**src/ble_pkg.sv**
```systemverilog
// Shared codes, widths and cell control types for the bounded list engine.
package ble_pkg;

  localparam int CMD_W  = 4;
  localparam int DATA_W = 32;
  localparam int IDX_W  = 7;
  localparam int STAT_W = 3;

  localparam logic [CMD_W-1:0] CMD_APPEND  = 4'd0;
  localparam logic [CMD_W-1:0] CMD_INSERT  = 4'd1;
  localparam logic [CMD_W-1:0] CMD_REMOVE  = 4'd2;
  localparam logic [CMD_W-1:0] CMD_POP     = 4'd3;
  localparam logic [CMD_W-1:0] CMD_CLEAR   = 4'd4;
  localparam logic [CMD_W-1:0] CMD_FIND    = 4'd5;
  localparam logic [CMD_W-1:0] CMD_COUNT   = 4'd6;
  localparam logic [CMD_W-1:0] CMD_SORT    = 4'd7;
  localparam logic [CMD_W-1:0] CMD_REVERSE = 4'd8;
  localparam logic [CMD_W-1:0] CMD_DUMP    = 4'd9;

  localparam logic [STAT_W-1:0] ST_OK       = 3'd0;
  localparam logic [STAT_W-1:0] ST_FULL     = 3'd1;
  localparam logic [STAT_W-1:0] ST_RANGE    = 3'd2;
  localparam logic [STAT_W-1:0] ST_NOTFOUND = 3'd3;
  localparam logic [STAT_W-1:0] ST_EMPTY    = 3'd4;

  localparam logic [IDX_W-1:0]  POS_NONE  = '1;
  localparam logic [DATA_W-1:0] DATA_NONE = '1;

  typedef enum logic [2:0] {
    OP_HOLD,
    OP_WRITE,
    OP_INSERT,
    OP_DELETE,
    OP_ROTATE,
    OP_REVERSE,
    OP_SORT
  } cell_op_t;

  typedef struct packed {
    cell_op_t op;
    logic     phase;
    logic     desc;
  } cell_ctl_t;

endpackage

```
**src/ble_cell.sv**
```systemverilog
// One storage cell of the list chain: holds one entry and trades with its neighbors.
module ble_cell #(
  parameter int W      = 32,
  parameter int CW     = 7,
  parameter int ME_IDX = 0
) (
  input  logic                clk,
  input  ble_pkg::cell_ctl_t  ctl,
  input  logic [CW-1:0]       idx,
  input  logic [CW-1:0]       n,
  input  logic signed [W-1:0] val,
  input  logic signed [W-1:0] left,
  input  logic signed [W-1:0] right,
  input  logic signed [W-1:0] head,
  output logic signed [W-1:0] word
);
  import ble_pkg::*;

  localparam logic [CW-1:0] ME        = CW'(ME_IDX);
  localparam logic [CW:0]   ME_P1     = (CW+1)'(ME_IDX + 1);
  localparam logic          NOT_FIRST = (ME_IDX != 0);

  logic [CW:0]         n_x;
  logic                lower;
  logic                upper;
  logic                swap_lo;
  logic                swap_hi;
  logic signed [W-1:0] word_next;

  assign n_x     = {1'b0, n};
  assign lower   = (ME[0] == ctl.phase) && (ME_P1 < n_x);
  assign upper   = NOT_FIRST && (ME[0] != ctl.phase) && (ME < n);
  assign swap_lo = ctl.desc ? (word < right) : (word > right);
  assign swap_hi = ctl.desc ? (left < word) : (left > word);

  always_comb begin
    word_next = word;
    case (ctl.op)
      OP_WRITE: begin
        if (ME == idx) word_next = val;
      end
      OP_INSERT: begin
        if (ME == idx) word_next = val;
        else if ((ME > idx) && (ME <= n)) word_next = left;
      end
      OP_DELETE: begin
        if ((ME >= idx) && (ME_P1 < n_x)) word_next = right;
      end
      OP_ROTATE: begin
        word_next = right;
      end
      OP_REVERSE: begin
        if (ME == idx) word_next = head;
        else if (ME < idx) word_next = right;
      end
      OP_SORT: begin
        if (lower && swap_lo) word_next = right;
        else if (upper && swap_hi) word_next = left;
      end
      default: ;
    endcase
  end

  always_ff @(posedge clk) begin
    word <= word_next;
  end

endmodule

```
**config.mk**
```make
export PLATFORM = sky130hd
export DESIGN_NAME = ble_cell
export DESIGN_NICKNAME = d
export VERILOG_FILES = /design/src/ble_pkg.sv /design/src/ble_cell.sv
export SDC_FILE = /design/constraint.sdc
export NUM_CORES = 1
export LEC_CHECK = 0
export CAP_MARGIN = 15
export CORE_MARGIN = 2
export CORE_UTILIZATION = 65
export DETAILED_ROUTE_END_ITERATION = 10
export DONT_BUFFER_PORTS = 1
export PLACE_DENSITY_LB_ADDON = 0.15
export SYNTH_ARGS = -nofsm -noshare
export SYNTH_HDL_FRONTEND = slang
export SYNTH_SLANG_ARGS = --single-unit
```
**constraint.sdc**
```tcl
create_clock -name clk -period 13.2 [get_ports clk]
set_input_delay 1.32 -clock clk [delete_from_list [all_inputs] [get_ports clk]]
set_output_delay 1.32 -clock clk [all_outputs]
set_load 0.01 [all_outputs]
```
After elaboration in Yosys (flattened, before gate mapping)
Index checks and enable logic that the tools add are counted.

cells by class
  $lt $le $gt $ge = 7
  eq/ne operators = 11
  muxes and demuxes = 9
  bitwise operators = 1
  reductions and logical operators = 7

operators with widths
  cell                count
  $mux 32             7
  $pmux 32 s6         1
  $gt 32x32->1        1
  $lt 32x32->1        1
  $lt 1x7->1 const A  2
  $eq 3x3->1 const B  3
  $ge 1x7->1 const A  1
  $gt 1x7->1 const A  1
  $le 1x7->1 const A  1
  $logic_not 7->1     1
  $eq 3x2->1 const B  2
  $ne 2x2->1 const B  3
  $ne 3x3->1 const B  2
  $reduce_and 6->1    1
  $reduce_bool 6->1   1
  $logic_and 1x1->1   4
  $eq 3x1->1 const B  1
  $mux 1              1
  $not 1->1           1

word-level totals
  register bits after elaboration = 32
  bits of input ports = 148
  output and inout port bits = 32
  logic and storage cells = 36

Logic depth before layout (Yosys ltp)
  depth after elaboration = 5
  mapped depth = 8
  mapped depth without buffers = 8

Worst setup path before layout
OpenSTA, ideal clock, no wires.

  path kind = in2reg
  from = input right[23]
  to = register word[0] (enable)
  setup time = 470 ps
  arrival = 4984 ps
  setup slack = 7747 ps
  stages on the path = 8
  buffers on the path = 0
  path through = inv_1 ha_1 nand4_1 or4_1 inv_1 o31ai_1 and3_1 o31ai_1

between the ends
  cells in the longest elaborated chain, start to end = 5
  elaborated cells between the ends (all ways) = 6
  classes of those cells = 2 x order compare; 1 x eq/ne; 1 x mux; 2 x reduce/logical

RTL lines
  what                                                 line            text
  from (decl)                                          ble_cell.sv:13  input logic signed [W-1:0] right,
  $gt 32x32->1 / $lt 32x32->1 (equally long branches)  ble_cell.sv:33  assign swap_lo = ctl.desc ? (word < right) : (word > right);
  $mux 1 *                                             ble_cell.sv:33
  $logic_and 1x1->1 *                                  ble_cell.sv:57  if (lower && swap_lo) word_next = right;
  $ne 2x2->1 (no line) *                               --
  $reduce_and 6->1 (no line) *                         --
  to (signal assigned)                                 ble_cell.sv:65  word <= word_next;
  to (decl)                                            ble_cell.sv:15  output logic signed [W-1:0] word

Mark *: on every way between the ends. The rest lies on a longest branch, timed or not.
A chain may end at the register's enable or synchronous reset.

Worst setup path after layout
  from = input right[14]
  to = register word[0] (enable)

The elaborated chain is that of the path after synthesis.

==> metrics.txt <==
RSZ-0062 raised after global routing=no; CP Launch Type=input pin; num rows=23; crit-path cells=inv_1 -> ha_1 -> nand4_1 -> nor4_1 -> a21boi_1 -> o31ai_1 -> and3_1 -> o31ai_4 -> buf_4; endpoints failing setup=0; status=finished clean; final critical-path required period=approximately 3.9 ns; CP max-delay cell=o31ai_4; CTS Hold Bufs=0; io pins=180; final hold violation count=0; Routed met2 length=roughly 3700 um; Pwr Total=0.2754 mW; CTS Sinks=32; n_diodes=0; GRT Util Overall=between 20% and 30%; via count=~2500; layout cell share with drive strength beyond 1=under 10%; largest cells by area after synthesis=edfxtp_1 (35%), ha_1 (14%), a222oi_1 (10%); CP max stage delay=just under 0.6 ns; Seq/Total Area, Yosys=a little over a third; Max Used Layer=met4; DR pass1 iterations=7; # Post-CTS Setup Buffers=0; H-tree levels=2; die area=between 0.004 and 0.005 mm2; Starting DRT DRC Count=roughly 290; vias per cell=approximately 7; async set-reset flop share out of synthesis=0%; final critical-path share of the clock period=around 30%; remaining global-route overflow=0; Peak VDD IR=~0.00006 V; most common flop cell mapped by yosys=edfxtp_1; area of the multi-input gates=between 0.0015 and 0.002 mm2; DP Area=0.002759 mm2; pin count of the biggest net entering global routing=29; IO buf count=0; Static Leak=1.241 nW; max FFs per register=32; R2R depth=8; Starting Density=roughly 70%; Setup TNS=0 ns; Root Buffer=clkbuf_8; Hold Crit Depth=2; Worst-path clk slew=around 0.07 ns; Detailed Place HPWL=5681 um; Max Root-Sink Buffers=2; power per cell area=around 97 mW/mm2; fill cell count=around 330; Hold WC Path Type=in -> reg; Resize count post-CTS=0; Max Slew Vio Count=0; CTS tree=yes; Biggest register=word; headroom to the max-slew limit=26.35%; Post-Route Skew=roughly 0.0044 ns; register area=960.9 um2; Die Width=69.27 um; clock latency on the worst-skew pair=0.28 ns; Syn Inst Count=just over 300; Final #Nets=roughly 480; GPL Wtd Cong=0.8932; initial antenna violation count=0; fin util=a little over two thirds; CP Class=in -> reg; Yosys top cell by area=edfxtp_1; Achievable Freq=roughly 260 MHz; Setup crit start=right[14]; Layout area overhead=2.847%; Netlist cell types=43; CP top delay family=compound AO/OA/AOI/OAI gates; reg2reg start=word[15]; total CTS buffers=5; Worst Setup End Kind=flip-flop; fraction of post-synthesis cell area in the top cell type by area=a little over a third; Final Hold Slack=1.218 ns; Post-Syn Nets=just under 500; WL final=roughly 7300 um; global-route wire length before repair=roughly 11000 um; Max Cap Viol=0; remaining antenna violation count=0; Hold Path Origin=right[17]; Critical path buffers and inverters=2; Mapped Area=about 0.0028 mm2; vias in the first global route=2376; Worst Path Required=roughly 13 ns; DRC viols=0; drt wl/cell=20.96 um; commonest non-fill, non-tap cell in the layout=nand2_1; Worst Path Arrival=about 3.8 ns; critical path depth in cells=9; Syn Area/Cell=about 9 um2; number of flops mapped to enable cells by yosys=32; Finished Cell Area=0.002848 mm2; Ys Warns=0; Worst-Margin Slew=between 1 and 1.5 ns; most frequent cells in the layout=nand2_1 (60), inv_1 (34), ha_1 (32), edfxtp_1 (32), a222oi_1 (28); DR WL met3=between 500 and 600 um; crit path max fanout=19; Vert. Die Dim=69.27 um; CORE AREA=roughly 0.0041 mm2; Largest regs=word x32; routed length on met1=between 2000 and 3000 um; Synth Register Bits=32
## metal layers
layer / global-route usage [%] / up-vias
met4: 7.625 / 0
met3: 7.558 / 10
li1: - / 1159
met5: 0 / -
met2: 50.11 / 147
met1: 36.33 / 1152
## synthesized netlist by cell type, types with 2 or more instances
master and count:
nand4_1 7, nand3_1 9, o21a_1 4, o221ai_1 8
inv_1 34, o31ai_1 2, a21oi_1 20, a222oi_1 28
or4_1 2, nor2_1 9, nand2_1 60, edfxtp_1 32
clkbuf_1 2, buf_6 4, buf_2 4, ha_1 32
a221o_1 2, nor2_2 2, o21ai_0 9, buf_4 2
a21o_1 3, a2bb2oi_1 2, nor3_1 5
## path summary, 6_finish.rpt
check,slack (ns),to
worst max-delay path,9.35,word[0]
worst min-delay path,1.22,word[17]
worst max register to register,9.91,word[0]
worst min register to register,1.38,word[19]
## through the flow
step	instances	worst slack, ns
2_1_floorplan	302	7.747
3_3_place_gp	341	9.033
3_5_place_dp	341	9.040
4_1_cts	348	9.318
5_1_grt	349	9.179
6_report	349	9.349
## power breakdown
group          switching, mW  internal, mW  total, mW  leakage, nW
Sequential            0.0125         0.127      0.139        0.314
Combinational         0.0370        0.0275     0.0645        0.886
Clock                 0.0359        0.0358     0.0718       0.0410
Total                 0.0854         0.190      0.275         1.24
## kinds of logic (layout without fill, tap and decap cells)
family | after synthesis | after routing | share of synthesized area (%)
AND/OR/NAND/NOR | 103 | 103 | 17.49
flip-flops | 32 | 32 | 34.70
XOR/XNOR | 1 | 1 | 0.3164
AO/OA/AOI/OAI | 86 | 86 | 24.63
buffers and inverters | 48 | 45 | 8.404
adder cells (fa/ha/maj) | 32 | 32 | 14.46
## worst register-to-register path: cells and delay by family, from the launching register on
| kind | cells | cell delay, ns |
|---|---|---|
| compound gates | 3 | 0.92 |
| flops | 1 | 0.46 |
| fa+ha+maj | 1 | 0.34 |
| buf+inv | 1 | 0.40 |
| simple gates | 3 | 0.83 |
## layout make-up
class | instances | share of cell area (%)
multi-input combinational | 222 | 55.80
clock buffer | 6 | 2.548
tap | 50 | 2.197
inverter | 35 | 4.613
clock inverter | 1 | 0.1757
sequential | 32 | 33.74
timing repair buffer | 3 | 0.9227
No activity file was read; power rests on OpenSTA's default activity.
